## src/gwfr_pkg.sv

```systemverilog
// Package for the GW376.1 frame receiver.
// Holds the channel payload types, the frame constants, and the role and status codes.
// No dependencies.
package gwfr_pkg;

  localparam int FIXED_HEADER_BYTES = 6;
  localparam int LINK_HEADER_BYTES  = 8;
  localparam int TIME_TAG_BYTES     = 6;
  localparam int PASSWORD_BYTES     = 16;

  localparam int WIN_W  = 8 * (FIXED_HEADER_BYTES - 1);
  localparam int LEN_W  = 14;
  localparam int TAIL_W = $clog2(TIME_TAG_BYTES + PASSWORD_BYTES + 1);
  localparam int CFG_W  = 16;
  localparam int IDX_W  = 3;

  localparam logic [7:0]  SYNC_BYTE = 8'h68;
  localparam logic [7:0]  END_BYTE  = 8'h16;
  localparam logic [15:0] BROADCAST = 16'hFFFF;

  localparam logic [7:0] AFN_RESET    = 8'h01;
  localparam logic [7:0] AFN_SET      = 8'h04;
  localparam logic [7:0] AFN_CONTROL  = 8'h05;
  localparam logic [7:0] AFN_AUTH     = 8'h06;
  localparam logic [7:0] AFN_RELAY    = 8'h10;

  localparam logic [2:0] ROLE_HUNT     = 3'd0;
  localparam logic [2:0] ROLE_FIXED    = 3'd1;
  localparam logic [2:0] ROLE_LINK     = 3'd2;
  localparam logic [2:0] ROLE_DATA     = 3'd3;
  localparam logic [2:0] ROLE_PASSWORD = 3'd4;
  localparam logic [2:0] ROLE_TIME_TAG = 3'd5;
  localparam logic [2:0] ROLE_CHECKSUM = 3'd6;
  localparam logic [2:0] ROLE_END      = 3'd7;

  localparam logic [1:0] STATUS_GOOD     = 2'd0;
  localparam logic [1:0] STATUS_CHECKSUM = 2'd1;
  localparam logic [1:0] STATUS_NO_END   = 2'd2;
  localparam logic [1:0] STATUS_NO_FRAME = 2'd3;

  localparam logic [IDX_W-1:0] REG_CHECK_PID      = 3'd0;
  localparam logic [IDX_W-1:0] REG_PROTOCOL_ID    = 3'd1;
  localparam logic [IDX_W-1:0] REG_MAX_LENGTH     = 3'd2;
  localparam logic [IDX_W-1:0] REG_LOCAL_AREA     = 3'd3;
  localparam logic [IDX_W-1:0] REG_LOCAL_TERMINAL = 3'd4;

  localparam logic [LEN_W-1:0] MAX_LENGTH_RESET = 14'd4096;
  localparam logic [1:0]       PROTOCOL_ID_RESET = 2'd2;

  typedef struct packed {
    logic [7:0] rx_byte;
  } rx_item_t;

  typedef struct packed {
    logic [7:0]  out_byte;
    logic [2:0]  role;
    logic        frame_done;
    logic [1:0]  frame_status;
    logic        address_match;
    logic [7:0]  control;
    logic [15:0] area_code;
    logic [15:0] terminal;
    logic [7:0]  group_msa;
    logic [7:0]  function_code;
    logic [7:0]  sequence_res;
  } result_t;

endpackage

```

## src/gwfr_byte_if.sv

```systemverilog
// Byte channel into the frame receiver: valid, ready and one received byte.
// Depends on gwfr_pkg.
interface gwfr_byte_if;
  logic              valid;
  logic              ready;
  gwfr_pkg::rx_item_t data;

  modport source (output valid, output data, input ready);
  modport sink   (input valid, input data, output ready);
endinterface

```

## src/gwfr_result_if.sv

```systemverilog
// Result channel out of the frame receiver: valid, ready and one tagged result.
// Depends on gwfr_pkg.
interface gwfr_result_if;
  logic             valid;
  logic             ready;
  gwfr_pkg::result_t data;

  modport source (output valid, output data, input ready);
  modport sink   (input valid, input data, output ready);
endinterface

```

## src/gw376_frame_receiver_unit.sv

```systemverilog
// Top level of the GW376.1 frame receiver: sync hunt, field capture, checksum and end check.
// Depends on gwfr_pkg, gwfr_byte_if and gwfr_result_if.
//
//   channel   dir   kind           payload
//   rx        in    valid/ready    rx_byte
//   tx        out   valid/ready    tagged byte, status and captured link header
//   config    in    write only     write_enable, reg_index, write_data
//
// One byte per cycle unless tx stalls; each result is registered at its transfer.
// rx is ready while the result register is empty or being taken in the same cycle.
// A stall on tx holds the result and all frame state until it is taken.
// Synchronous reset restores register defaults and resumes hunting at once.
module gw376_frame_receiver_unit (
  input  logic                          clk,
  input  logic                          rst,
  input  logic                          write_enable,
  input  logic [gwfr_pkg::IDX_W-1:0]    reg_index,
  input  logic [gwfr_pkg::CFG_W-1:0]    write_data,
  gwfr_byte_if.sink                     rx,
  gwfr_result_if.source                 tx
);

  localparam logic [2:0] PH_HUNT    = 3'd0;
  localparam logic [2:0] PH_BODY    = 3'd1;
  localparam logic [2:0] PH_CSUM    = 3'd2;
  localparam logic [2:0] PH_END_OK  = 3'd3;
  localparam logic [2:0] PH_END_BAD = 3'd4;

  localparam int LW = gwfr_pkg::LEN_W;

  logic                         check_pid;
  logic [1:0]                   protocol_id;
  logic [LW-1:0]                max_length;
  logic [15:0]                  local_area;
  logic [15:0]                  local_terminal;

  logic [gwfr_pkg::WIN_W-1:0]   window, window_next;
  logic [2:0]                   phase, phase_next;
  logic [LW-1:0]                byte_count, byte_count_next;
  logic [LW-1:0]                frame_length, frame_length_next;
  logic [7:0]                   running_sum, running_sum_next;
  logic [7:0]                   hf [gwfr_pkg::LINK_HEADER_BYTES];
  logic [7:0]                   hf_next [gwfr_pkg::LINK_HEADER_BYTES];

  logic                         out_valid;
  logic [7:0]                   out_byte;
  logic [2:0]                   role, role_next;
  logic                         done, done_next;
  logic [1:0]                   status, status_next;
  logic                         match, match_next;

  logic                         accept;
  logic [7:0]                   b;
  logic [47:0]                  w;
  logic [15:0]                  w1, w2;
  logic                         hdr_ok;
  logic [LW-1:0]                cnt_inc;
  logic [LW-1:0]                rem;
  logic [gwfr_pkg::TAIL_W-1:0]  tp, pw, tail;
  logic [15:0]                  a1, a2;

  assign b        = rx.data.rx_byte;
  assign rx.ready = !out_valid || tx.ready;
  assign accept   = rx.valid && rx.ready;

  always_ff @(posedge clk) begin
    if (rst) begin
      check_pid      <= 1'b1;
      protocol_id    <= gwfr_pkg::PROTOCOL_ID_RESET;
      max_length     <= gwfr_pkg::MAX_LENGTH_RESET;
      local_area     <= '0;
      local_terminal <= '0;
    end else if (write_enable) begin
      case (reg_index)
        gwfr_pkg::REG_CHECK_PID:      check_pid      <= write_data[0];
        gwfr_pkg::REG_PROTOCOL_ID:    protocol_id    <= write_data[1:0];
        gwfr_pkg::REG_MAX_LENGTH:     max_length     <= write_data[LW-1:0];
        gwfr_pkg::REG_LOCAL_AREA:     local_area     <= write_data[15:0];
        gwfr_pkg::REG_LOCAL_TERMINAL: local_terminal <= write_data[15:0];
        default: begin
        end
      endcase
    end
  end

  always_comb begin
    w      = {window, b};
    w1     = {w[31:24], w[39:32]};
    w2     = {w[15:8], w[23:16]};
    hdr_ok = (w[47:40] == gwfr_pkg::SYNC_BYTE) && (w[7:0] == gwfr_pkg::SYNC_BYTE) &&
             (w1[15:2] <= max_length) && (w1[15:2] == w2[15:2]) &&
             (!check_pid || ((w1[1:0] == protocol_id) && (w2[1:0] == protocol_id)));

    cnt_inc = byte_count + LW'(1);
    rem     = frame_length - byte_count;
    tp      = hf[7][7] ? gwfr_pkg::TAIL_W'(gwfr_pkg::TIME_TAG_BYTES) : '0;
    pw      = (hf[6] inside {gwfr_pkg::AFN_RESET, gwfr_pkg::AFN_SET, gwfr_pkg::AFN_CONTROL,
                             gwfr_pkg::AFN_AUTH, gwfr_pkg::AFN_RELAY})
              ? gwfr_pkg::TAIL_W'(gwfr_pkg::PASSWORD_BYTES) : '0;
    tail    = tp + pw;
    a1      = {hf[2], hf[1]};
    a2      = {hf[4], hf[3]};

    window_next       = window;
    phase_next        = phase;
    byte_count_next   = byte_count;
    frame_length_next = frame_length;
    running_sum_next  = running_sum;
    hf_next           = hf;
    role_next         = gwfr_pkg::ROLE_HUNT;
    done_next         = 1'b0;
    status_next       = gwfr_pkg::STATUS_NO_FRAME;
    match_next        = 1'b0;

    case (phase)
      PH_BODY: begin
        if (byte_count < LW'(gwfr_pkg::LINK_HEADER_BYTES)) begin
          role_next = gwfr_pkg::ROLE_LINK;
          hf_next[byte_count[2:0]] = b;
        end else if (rem <= LW'(tp)) begin
          role_next = gwfr_pkg::ROLE_TIME_TAG;
        end else if (rem <= LW'(tail)) begin
          role_next = gwfr_pkg::ROLE_PASSWORD;
        end else begin
          role_next = gwfr_pkg::ROLE_DATA;
        end
        running_sum_next = running_sum + b;
        byte_count_next  = cnt_inc;
        if (cnt_inc >= frame_length) begin
          phase_next = PH_CSUM;
        end
      end
      PH_CSUM: begin
        role_next  = gwfr_pkg::ROLE_CHECKSUM;
        phase_next = (b == running_sum) ? PH_END_OK : PH_END_BAD;
      end
      PH_END_OK, PH_END_BAD: begin
        role_next = gwfr_pkg::ROLE_END;
        done_next = 1'b1;
        if (phase == PH_END_BAD) begin
          status_next = gwfr_pkg::STATUS_CHECKSUM;
        end else if (b != gwfr_pkg::END_BYTE) begin
          status_next = gwfr_pkg::STATUS_NO_END;
        end else begin
          status_next = gwfr_pkg::STATUS_GOOD;
        end
        match_next  = ((a1 == gwfr_pkg::BROADCAST) && (a2 == gwfr_pkg::BROADCAST)) ||
                      ((a1 == local_area) && (a2 == local_terminal));
        window_next = '0;
        phase_next  = PH_HUNT;
      end
      default: begin
        window_next = w[gwfr_pkg::WIN_W-1:0];
        phase_next  = PH_HUNT;
        if (hdr_ok) begin
          role_next         = gwfr_pkg::ROLE_FIXED;
          frame_length_next = w1[15:2];
          byte_count_next   = '0;
          running_sum_next  = '0;
          for (int i = 0; i < gwfr_pkg::LINK_HEADER_BYTES; i++) begin
            hf_next[i] = '0;
          end
          phase_next = (w1[15:2] == '0) ? PH_CSUM : PH_BODY;
        end
      end
    endcase
  end

  always_ff @(posedge clk) begin
    if (rst) begin
      window       <= '0;
      phase        <= PH_HUNT;
      byte_count   <= '0;
      frame_length <= '0;
      running_sum  <= '0;
      for (int i = 0; i < gwfr_pkg::LINK_HEADER_BYTES; i++) begin
        hf[i] <= '0;
      end
      out_valid    <= 1'b0;
    end else begin
      if (accept) begin
        window       <= window_next;
        phase        <= phase_next;
        byte_count   <= byte_count_next;
        frame_length <= frame_length_next;
        running_sum  <= running_sum_next;
        hf           <= hf_next;
        out_valid    <= 1'b1;
      end else if (tx.ready) begin
        out_valid    <= 1'b0;
      end
    end
  end

  always_ff @(posedge clk) begin
    if (accept) begin
      out_byte <= b;
      role     <= role_next;
      done     <= done_next;
      status   <= status_next;
      match    <= match_next;
    end
  end

  assign tx.valid = out_valid;

  always_comb begin
    tx.data.out_byte      = out_byte;
    tx.data.role          = role;
    tx.data.frame_done    = done;
    tx.data.frame_status  = status;
    tx.data.address_match = match;
    tx.data.control       = hf[0];
    tx.data.area_code     = {hf[2], hf[1]};
    tx.data.terminal      = {hf[4], hf[3]};
    tx.data.group_msa     = hf[5];
    tx.data.function_code = hf[6];
    tx.data.sequence_res  = hf[7];
  end

`ifndef NO_ASSERTIONS
  a_done_is_end: assert property (@(posedge clk) disable iff (rst)
    tx.valid && tx.data.frame_done |-> tx.data.role == gwfr_pkg::ROLE_END)
    else $error("frame_done without end role");

  a_idle_status: assert property (@(posedge clk) disable iff (rst)
    tx.valid && !tx.data.frame_done |->
      tx.data.frame_status == gwfr_pkg::STATUS_NO_FRAME && !tx.data.address_match)
    else $error("status reported off the end byte");

  a_body_count: assert property (@(posedge clk) disable iff (rst)
    phase == PH_BODY |-> byte_count < frame_length)
    else $error("byte count ran past frame length");

  a_end_clears: assert property (@(posedge clk) disable iff (rst)
    accept && (phase == PH_END_OK || phase == PH_END_BAD) |=>
      phase == PH_HUNT && window == '0)
    else $error("frame end did not resume hunting");
`endif

endmodule

```

## src/flat_wrapper.sv

```systemverilog
// flat-port wrapper written by rule: the top's interface ports become plain ports
module gw376_frame_receiver_unit_flat 
  (clk, rst, write_enable, reg_index, write_data, rx_valid, rx_data, rx_ready, tx_valid, tx_data, tx_ready);
  gwfr_byte_if rx_i ();
  gwfr_result_if tx_i ();
  input  logic clk;
  input  logic rst;
  input  logic write_enable;
  input  logic [gwfr_pkg::IDX_W-1:0] reg_index;
  input  logic [gwfr_pkg::CFG_W-1:0] write_data;
  input wire logic [$bits(rx_i.valid)-1:0] rx_valid;
  input wire logic [$bits(rx_i.data)-1:0] rx_data;
  output wire logic [$bits(rx_i.ready)-1:0] rx_ready;
  output wire logic [$bits(tx_i.valid)-1:0] tx_valid;
  output wire logic [$bits(tx_i.data)-1:0] tx_data;
  input wire logic [$bits(tx_i.ready)-1:0] tx_ready;
  assign rx_i.valid = rx_valid;
  assign rx_i.data = rx_data;
  assign rx_ready = rx_i.ready;
  assign tx_valid = tx_i.valid;
  assign tx_data = tx_i.data;
  assign tx_i.ready = tx_ready;
  gw376_frame_receiver_unit u_core (.clk(clk), .rst(rst), .write_enable(write_enable), .reg_index(reg_index), .write_data(write_data), .rx(rx_i), .tx(tx_i));
endmodule
```

## config.mk

```make
export PLATFORM = sky130hd
export DESIGN_NAME = gw376_frame_receiver_unit_flat
export DESIGN_NICKNAME = d
export VERILOG_FILES = /design/src/gwfr_pkg.sv /design/src/gwfr_byte_if.sv /design/src/gwfr_result_if.sv /design/src/gw376_frame_receiver_unit.sv /design/src/flat_wrapper.sv
export SDC_FILE = /design/constraint.sdc
export NUM_CORES = 1
export LEC_CHECK = 0
export BUFFER_PORTS_ARGS = -buffer_cell sky130_fd_sc_hd__buf_2
export CORE_MARGIN = 4
export CORE_UTILIZATION = 30
export CTS_CLUSTER_SIZE = 16
export DETAILED_ROUTE_END_ITERATION = 10
export PLACE_DENSITY_LB_ADDON = 0.15
export SYNTH_ARGS = -nofsm -noshare
export SYNTH_HDL_FRONTEND = slang
export SYNTH_SLANG_ARGS = --single-unit
```

## constraint.sdc

```tcl
create_clock -name clk -period 7.1 [get_ports clk]
set_input_delay 0 -clock clk [delete_from_list [all_inputs] [get_ports clk]]
set_output_delay 0 -clock clk [all_outputs]
set_load 0.05 [all_outputs]
```

## Word-level counts from Yosys, hierarchy flattened

Cells that the tools add are included.

| word-level totals | value |
|---|---|
| register bits | 208 |
| input port bits | 32 |
| logic and storage cells | 129 |

| cells by class | value |
|---|---|
| $add $sub $neg | 4 |
| order comparisons | 7 |
| equal/unequal tests | 26 |
| muxes and demuxes | 28 |
| bitwise gates (word level) | 5 |
| reductions and logical operators | 34 |

Operator list:

| operator | number |
|---|---|
| 2-to-1 mux 64 bit | 2 |
| case mux 64 bit (2 select lines) | 1 |
| case mux 40 bit (2 select lines) | 1 |
| bitwise mux 64 bit | 1 |
| equality test 16 bit | 2 |
| equality test 16 bit, second input constant | 2 |
| <= comparator 14 x 5 -> 1 bit | 2 |
| case mux 14 bit (2 select lines) | 1 |
| demux 8 bit (select 3 bit) | 1 |
| equality test 8 x 3 -> 1 bit, second input constant | 3 |
| 2-to-1 mux 3 bit | 7 |
| case mux 3 bit (3 select lines) | 2 |
| equality test 8 x 7 -> 1 bit, second input constant | 2 |
| 2-to-1 mux 8 bit | 2 |
| case mux 8 bit (2 select lines) | 1 |
| adder 14 x 1 -> 14 bit, second input constant | 1 |
| equality test 14 bit | 1 |
| >= comparator 14 bit | 1 |
| <= comparator 14 bit | 1 |
| zero test 14 bit | 1 |
| < comparator 14 x 4 -> 1 bit, second input constant | 1 |
| 2-to-1 mux 14 bit | 1 |
| AND reduction 2 bit | 7 |
| subtractor 14 bit | 1 |
| other kinds (29) | 59 |

## Depth between registers and ports, before layout

Gate-level depths: netlist of run 1.

| logic depth | value |
|---|---|
| depth after elaboration | 9 |
| depth in mapped cells | 18 |

## Worst setup path after synthesis of run 1

Ideal clock, no wire load.

| timing path | value |
|---|---|
| kind | reg2reg |
| from | register u_core.byte_count[0] |
| to | register u_core.phase[1] |
| library setup time | 78 ps |
| arrival | 3125 ps |
| data required time | 7022 ps |
| setup slack | 3897 ps |
| cell stages (with the launch flop) | 18 |
| path buffers | 3 |
| cells stage by stage | dfxtp_1 -> buf_2 -> and3_1 -> buf_2 -> and3_1 -> and3_1 -> and3_1 -> buf_2 -> xnor2_1 -> ha_1 -> a21o_1 -> a21o_1 -> a211o_1 -> a31oi_1 -> o22ai_1 -> nand3_1 -> a21oi_1 -> nor3_1 |

| between the ends | value |
|---|---|
| word-level cells in the longest chain between the ends | 4 |

Ends and longest elaborated chain:

| what | line | text |
|---|---|---|
| from (decl) | gw376_frame_receiver_unit.sv:39 | `logic [LW-1:0] byte_count, byte_count_next;` |
| from (signal assigned) | gw376_frame_receiver_unit.sv:184 | `byte_count <= byte_count_next;` |
| adder 14 x 1 -> 14 bit | gw376_frame_receiver_unit.sv:94 | `cnt_inc = byte_count + LW'(1);` |
| >= comparator 14 bit | gw376_frame_receiver_unit.sv:129 | `if (cnt_inc >= frame_length) begin` |
| != test 2 x 1 -> 1 bit (no line) | n/a |  |
| AND reduction 2 bit (no line) | n/a |  |
| to (signal assigned) | gw376_frame_receiver_unit.sv:183 | `phase <= phase_next;` |
| to (decl) | gw376_frame_receiver_unit.sv:38 | `logic [2:0] phase, phase_next;` |

No other way between the ends.
A chain may end at the register's enable or synchronous reset.

## Worst setup path in the final report of run 1

Same ends and word-level chain as after synthesis.

==> results.toml, run 1 <==
[timing]
slew_violations = 0
hold_viol = 1
fin_setup_tns_ns = 0
fin_skew_ns = 0.0155
worst_pin_slew_ns = 1.12
relSlewSlack_pct = 25.2
setup_violations = 0
fin_ws_ns = 3.14
period_share_pct = 55.8
fin_crit_ns = 3.96
rsz0062_at_grt = "no"
hold_ws_ns = -0.0298
max_clock_freq_ghz = 0.252

[hold_path]
hold_start = "rst"
min_path_cells = 2
holdPathEnd = "u_core.phase[2]$_SDFFE_PP0P_"
holdCritPathClass = "input port to flop"

[clocking]
clk_pin_slew_ns = 0.06
clock_path_buffers = 3
insertion_delay_ns = 0.54
htree_levels = 1
root_buffer = "clkbuf_16"
cts_inserted_buffers = 25
holdBufCountCts = 29
cts_tree = "built"
clock-sinks = 208
cts_resized = 0
cts_setup_buffers = 0

[critical_path]
timing.rr.start = "u_core.byte_count[0]$_SDFFE_PP0P_"
worst_ep_arrival_time_ns = 4.35
crit_type = "flop to flop"
critPathMaxFanout = 18
end_kind = "flop"
rrSetupSlack_ns = 3.14
cp-start-kind = "flop"
crit_chain = "and3_1 > and3_1 > and3_1 > and3_1 > nand3_1 > xnor2_1 > ha_1 > nand4_1 > or3_1 > o22ai_1 > nand3_1 > a21oi_1 > nor3_1"
worstPathRequired_ns = 7.48
critPathMostFrequentCell = "and3_1"
cp_slowest_cell = "and3_1"
timing.rr.end = "u_core.phase[1]$_SDFFE_PP0P_"
worst_path_largest_cell_delay_ns = 0.64
worstRegToRegCells = 13

[power]
power_frac_comb_pct = 13.1
p_sw_share_pct = 27.9
cellPowerDensity_nw_per_um2 = 226
clockPowerShare_pct = 43.7
ir_drop_uv = 154
p_int_mw = 2.06
total_power_mw = 2.85
p_switching_mw = 0.798
p_leak_nw = 4.84
seqPwrFrac_pct = 43.2

[cells_and_area]
final.fill_count = 3700
multi_input_area_um2 = 5860
regArea_um2 = 4310
final_cell_mix = "198 x a21oi_1, 193 x dfxtp_1, 186 x nand2_1, 111 x buf_2, 65 x xnor2_1"
syn_to_final_growth_pct = 17.6
finish.utilization_pct = 35.6
final_common_cell = "a21oi_1"
final_area_um2 = 12600
drive_gt1_share_pct = 13.1
diodes = 0
final_nets = 1459

[grt]
grt_pass1_vias = 8921
grtUsageMet1_pct = 25.3
met3_usage_pct = 1.86
overflow = 0
grt_pass1_wl_mm = 53.3
grt_busiest_layer = "met2"
antenna_found_initial = 0
grt_max_degree = 123
grt_util_met2_pct = 26.5
grtUsageTotal_pct = 17.0

[logic_synthesis]
ys.flop_type = "dfxtp_1"
ys_warn_count = 0
syn-num-nets = 1370
syn_inst = 1284
synth_largest_area_cell = "dfxtp_1"
ys_async_sr_fraction_pct = 0
yosysUniqueCellTypes = 64
synth_edf_count = 15
postSynthAreaPerCell_um2 = 8.37
syn_area_um2 = 10700
yosys.area.top_type_share_pct = 35.9
synth_seq_cells = 208
ys_seq_area_share_pct = 40.1
synth_area_leaders = "dfxtp_1 36%, a21oi_1 9.3%, nand2_1 6.5%"

[routing]
final_antenna_net_count = 0
drt_iter0_markers = 637
vias = 9693
viasPerCell = 5.24
drc = 0
wirelength_mm = 34.8
routedWlPerCell_um = 18.8
dr.pass1.iters = 5

[floorplanning]
die_area_um2 = 38900
rows = 69
fp.dieW_um = 197
fp.dieH_um = 197
coreArea_um2 = 35500
start_util_pct = 30.3
io_pins = 113

[placed_design]
io_buffers = 112
post-place-ws_ns = 3.21
gp_congestion = 0.801
dp.final_hpwl_mm = 23.9
placed_cell_area_um2 = 11600

[run_status]
outcome = "finished, violations left"
violations = "negative hold slack"

[run]
cap_viol_max_count = 0
==> power groups by stage <==
stage	Clock [mW]	Sequential, mW	Combinational (mW)
6_report	1.25	1.23	0.373
5_1_grt	1.32	1.24	0.410
4_1_cts	1.28	1.23	0.375
3_5_place_dp	0	1.26	0.362
3_3_place_gp	0	1.26	0.362
2_1_floorplan	0	1.27	0.242
==> registers in the layout, summed over array words and instances, names as in the netlist <==
name,count
u_core.local_terminal,16
u_core.done,1
u_core.local_area,16
u_core.running_sum,8
u_core.window,40
u_core.check_pid,1
u_core.protocol_id,2
u_core.tx.valid,1
u_core.byte_count,14
u_core.frame_length,14
u_core.status,2
u_core.role,3
u_core.out_byte,8
u_core.match,1
u_core.max_length,14
u_core.phase,3
u_core.tx.data,64
==> worst max-delay path by stage <==
stage	cells after the start	from	to	slack (ns)
CTS	13	u_core.byte_count[0]$_SDFFE_PP0P_	u_core.phase[1]$_SDFFE_PP0P_	3.19
finish	13	u_core.byte_count[0]$_SDFFE_PP0P_	u_core.phase[1]$_SDFFE_PP0P_	3.14
floorplan	17	u_core.byte_count[0]$_SDFFE_PP0P_	u_core.phase[1]$_SDFFE_PP0P_	3.90
global route	15	u_core.byte_count[0]$_SDFFE_PP0P_	u_core.phase[1]$_SDFFE_PP0P_	2.82
global placement	13	u_core.byte_count[0]$_SDFFE_PP0P_	u_core.phase[1]$_SDFFE_PP0P_	3.27
detailed placement	13	u_core.byte_count[0]$_SDFFE_PP0P_	u_core.phase[1]$_SDFFE_PP0P_	3.21
==> final cells by class <==
cell class	count	share of cell area, %
clock buffers	37	5.57
clock inverters	7	0.594
inverters	46	1.37
multi-input cells	940	46.3
flip-flops and latches	208	34.1
well taps	461	4.56
repair buffers	152	7.43
==> kinds of logic (layout without fill, tap and decap cells) <==
logic type,after synthesis,in the layout,share of synthesized area (%)
and+or+nand+nor,438,438,20.2
AOI/OAI and AO/OA,368,368,21.2
DFF,208,208,40.1
buffers and inverters,136,242,5.54
xor gates and xnor gates,78,78,6.36
adders and majority gates,54,54,6.43
muxes,2,2,0.186
==> critical path, delay by kind of cell, from the launching register on <==
kind	cells	cell delay, ns
simple gates	9	2.28
flops	1	0.54
compound gates	2	0.51
fa+ha+maj	1	0.31
xor+xnor	1	0.16
==> metrics by stage <==
| step | instances | hold slack (ns) |
|---|---|---|
| 4_1_cts | 1851 | 0.00799 |
| 3_3_place_gp | 1778 | 0.252 |
| 3_5_place_dp | 1778 | 0.268 |
| 2_1_floorplan | 1284 | 0.0989 |
| 5_1_grt | 1851 | 0.0217 |
| 6_report | 1851 | -0.0298 |
==> cells in the mapped netlist, types with 15 or more instances <==
library cell    n
a21oi_1       199
dfxtp_1       193
nand2_1       186
xnor2_1        65
clkbuf_1       58
ha_1           52
nand3_1        52
a211oi_1       49
inv_1          46
nor2_1         44
nand4_1        32
nand3b_1       30
o22ai_1        19
nor3_1         18
o31ai_1        18
buf_2          17
nor4_1         16
a21o_1         15
and3_1         15
edfxtp_1       15
==> routing by layer <==
| metal | part of all wire [%] | vias to the layer above |
|---|---|---|
| met5 | 0 | - |
| met4 | 1.8 | 0 |
| met3 | 3.9 | 42 |
| met2 | 45 | 195 |
| met1 | 49 | 4672 |
| li1 | - | 4784 |
Note: power is estimated with default switching activity, not from simulation.
==> run 2: changes to the inputs <==
==> constraint.sdc (replaced) <==
create_clock -name clk -period 3.8 [get_ports clk]
set_input_delay 0 -clock clk [delete_from_list [all_inputs] [get_ports clk]]
set_output_delay 0 -clock clk [all_outputs]
set_load 0.05 [all_outputs]
==> run 2 against run 1 <==
  * The run now ends clean
  * Largest power group unchanged
  * Die area unchanged
  * Wire length decreased by 0.47%
  * Critical endpoint unchanged
  * Via count decreased by 0.58%
  * Core utilization increased by 0.48 points
  * Flip-flop and latch count unchanged
  * Fmax increased by 15%
  * Clock power increased by 92%
==> results.toml, run 2 (synthesis results as in run 1) <==
[run_status]
outcome = "complete, no violations"

[clocking]
clock-sinks = 208
cts_tree = "built"
cts_inserted_buffers = 26
insertion_delay_ns = 0.55
root_buffer = "clkbuf_16"
cts_resized = 0
htree_levels = 1
clk_pin_slew_ns = 0.06
clock_path_buffers = 3

[critical_path]
worst_path_largest_cell_delay_ns = 0.48
critPathMaxFanout = 8
worstRegToRegCells = 13
timing.rr.end = "u_core.phase[1]$_SDFFE_PP0P_"
cp-start-kind = "flop"
timing.rr.start = "u_core.byte_count[1]$_SDFFE_PP0P_"
worstPathRequired_ns = 4.18
crit_type = "flop to flop"
crit_chain = "and3_1 > and3_1 > and3_1 > and3_1 > nand3_1 > xnor2_1 > ha_1 > nand4_1 > or3_1 > o22ai_1 > nand3_1 > a21oi_1 > nor3_1"
rrSetupSlack_ns = 0.37
worst_ep_arrival_time_ns = 3.81
critPathMostFrequentCell = "and3_1"
cp_slowest_cell = "dfxtp_1"
end_kind = "flop"

[floorplanning]
die_area_um2 = 38900
fp.dieW_um = 197
io_pins = 113
start_util_pct = 30.3
fp.dieH_um = 197
rows = 69
coreArea_um2 = 35500

[cells_and_area]
regArea_um2 = 4310
final_area_um2 = 12800
final_nets = 1477
final_cell_mix = "198 x a21oi_1, 193 x dfxtp_1, 186 x nand2_1, 111 x buf_2, 65 x xnor2_1"
multi_input_area_um2 = 5860
final_common_cell = "a21oi_1"
final.fill_count = 3699
diodes = 0
drive_gt1_share_pct = 14.1
largest_reg_flops = 64
syn_to_final_growth_pct = 19.2

[timing]
relSlewSlack_pct = 33.8
slew_violations = 0
hold_ws_ns = 0.00540
fin_skew_ns = 0.0245
rsz0062_at_grt = "no"
worst_pin_slew_ns = 0.993
fin_crit_ns = 3.43
setup_violations = 0
max_clock_freq_ghz = 0.292
period_share_pct = 90.3
fin_setup_tns_ns = 0
hold_viol = 0

[routing]
drt_iter0_markers = 598
wirelength_mm = 34.7
drc = 0
final_antenna_net_count = 0
viasPerCell = 5.15
routedWlPerCell_um = 18.5
dr.pass1.iters = 5
vias = 9637

[placed_design]
placed_cell_area_um2 = 11700
dp.final_hpwl_mm = 24.2
gp_congestion = 0.803
io_buffers = 112

[power]
ir_drop_uv = 311
p_leak_nw = 4.95
cellPowerDensity_nw_per_um2 = 423

[hold_path]
holdPathEnd = "u_core.phase[2]$_SDFFE_PP0P_"
holdCritPathClass = "input port to flop"
hold_start = "rst"
min_path_cells = 2

[grt]
grtUsageTotal_pct = 17.3
grt_pass1_wl_mm = 54.2
grt_max_degree = 122
grt_pass1_vias = 9257
antenna_found_initial = 0
overflow = 0

[run]
cap_viol_max_count = 0
-- run 2: cell types whose count changed in the layout (fill, tap and decap cells not counted), moves of 2 or more --
cell / before / now
clkbuf_8: 3 / 5
clkinv_2: 5 / 3
buf_4: 11 / 28
clkbuf_1: 8 / 10
-- run 2: final cells by class --
class	count	area share (%)
well taps	461	4.50
inverters	46	1.35
clock buffers	41	5.91
multi-input cells	940	45.7
clock inverters	6	0.508
flip-flops and latches	208	33.7
repair buffers	169	8.33
-- run 2: metrics by stage --
stage | cells | power (mW) | worst slack, ns | util, %
floorplan | 1284 | 2.83 | 0.597 | -
global placement | 1795 | 3.03 | 0.459 | 33.0
detailed placement | 1795 | 3.04 | 0.438 | 33.0
CTS | 1871 | 5.48 | 0.388 | 36.1
global route | 1871 | 5.66 | 0.0114 | 36.1
finish | 1871 | 5.41 | 0.370 | 36.1
-- run 2: critical path: cells and delay by family, from the launching register on --
| family | cells | cell delay, ns |
|---|---|---|
| adder cells (fa/ha/maj) | 1 | 0.30 |
| XOR/XNOR | 1 | 0.16 |
| flip-flops | 1 | 0.48 |
| AO/OA/AOI/OAI | 2 | 0.49 |
| AND/OR/NAND/NOR | 9 | 1.82 |
-- run 2: what timing repair did --
item | in CTS | in global routing
hold endpoints to repair | 66 | 0
setup endpoints to repair | 0 | 0
setup buffers | 0 | 0
hold buffers | 29 | 0
-- run 2: worst max-delay path by stage --
stage,from,slack (ns),end,cells after the start
2_1_floorplan,u_core.byte_count[0]$_SDFFE_PP0P_,0.60,u_core.phase[1]$_SDFFE_PP0P_,17
3_3_place_gp,u_core.byte_count[1]$_SDFFE_PP0P_,0.46,u_core.phase[1]$_SDFFE_PP0P_,13
3_5_place_dp,u_core.byte_count[1]$_SDFFE_PP0P_,0.44,u_core.phase[1]$_SDFFE_PP0P_,13
4_1_cts,u_core.byte_count[1]$_SDFFE_PP0P_,0.39,u_core.phase[1]$_SDFFE_PP0P_,13
5_1_grt,u_core.byte_count[1]$_SDFFE_PP0P_,0.01,u_core.phase[1]$_SDFFE_PP0P_,15
6_report,u_core.byte_count[1]$_SDFFE_PP0P_,0.37,u_core.phase[1]$_SDFFE_PP0P_,13
-- run 2: where the power goes --
part	switching [mW]	leakage (nW)	internal, mW
registers	0.0432	1.70	2.26
clock network	0.976	0.402	1.43
logic	0.468	2.84	0.238
-- run 2: layer usage --
metal  up-vias  part of all wire [%]  track usage (%)
met5         -                     0                0
met4         0                   2.1             4.21
met3        39                   4.5             2.49
met2       231                    45             26.6
met1      4545                    49             25.5
li1       4822                     -                -
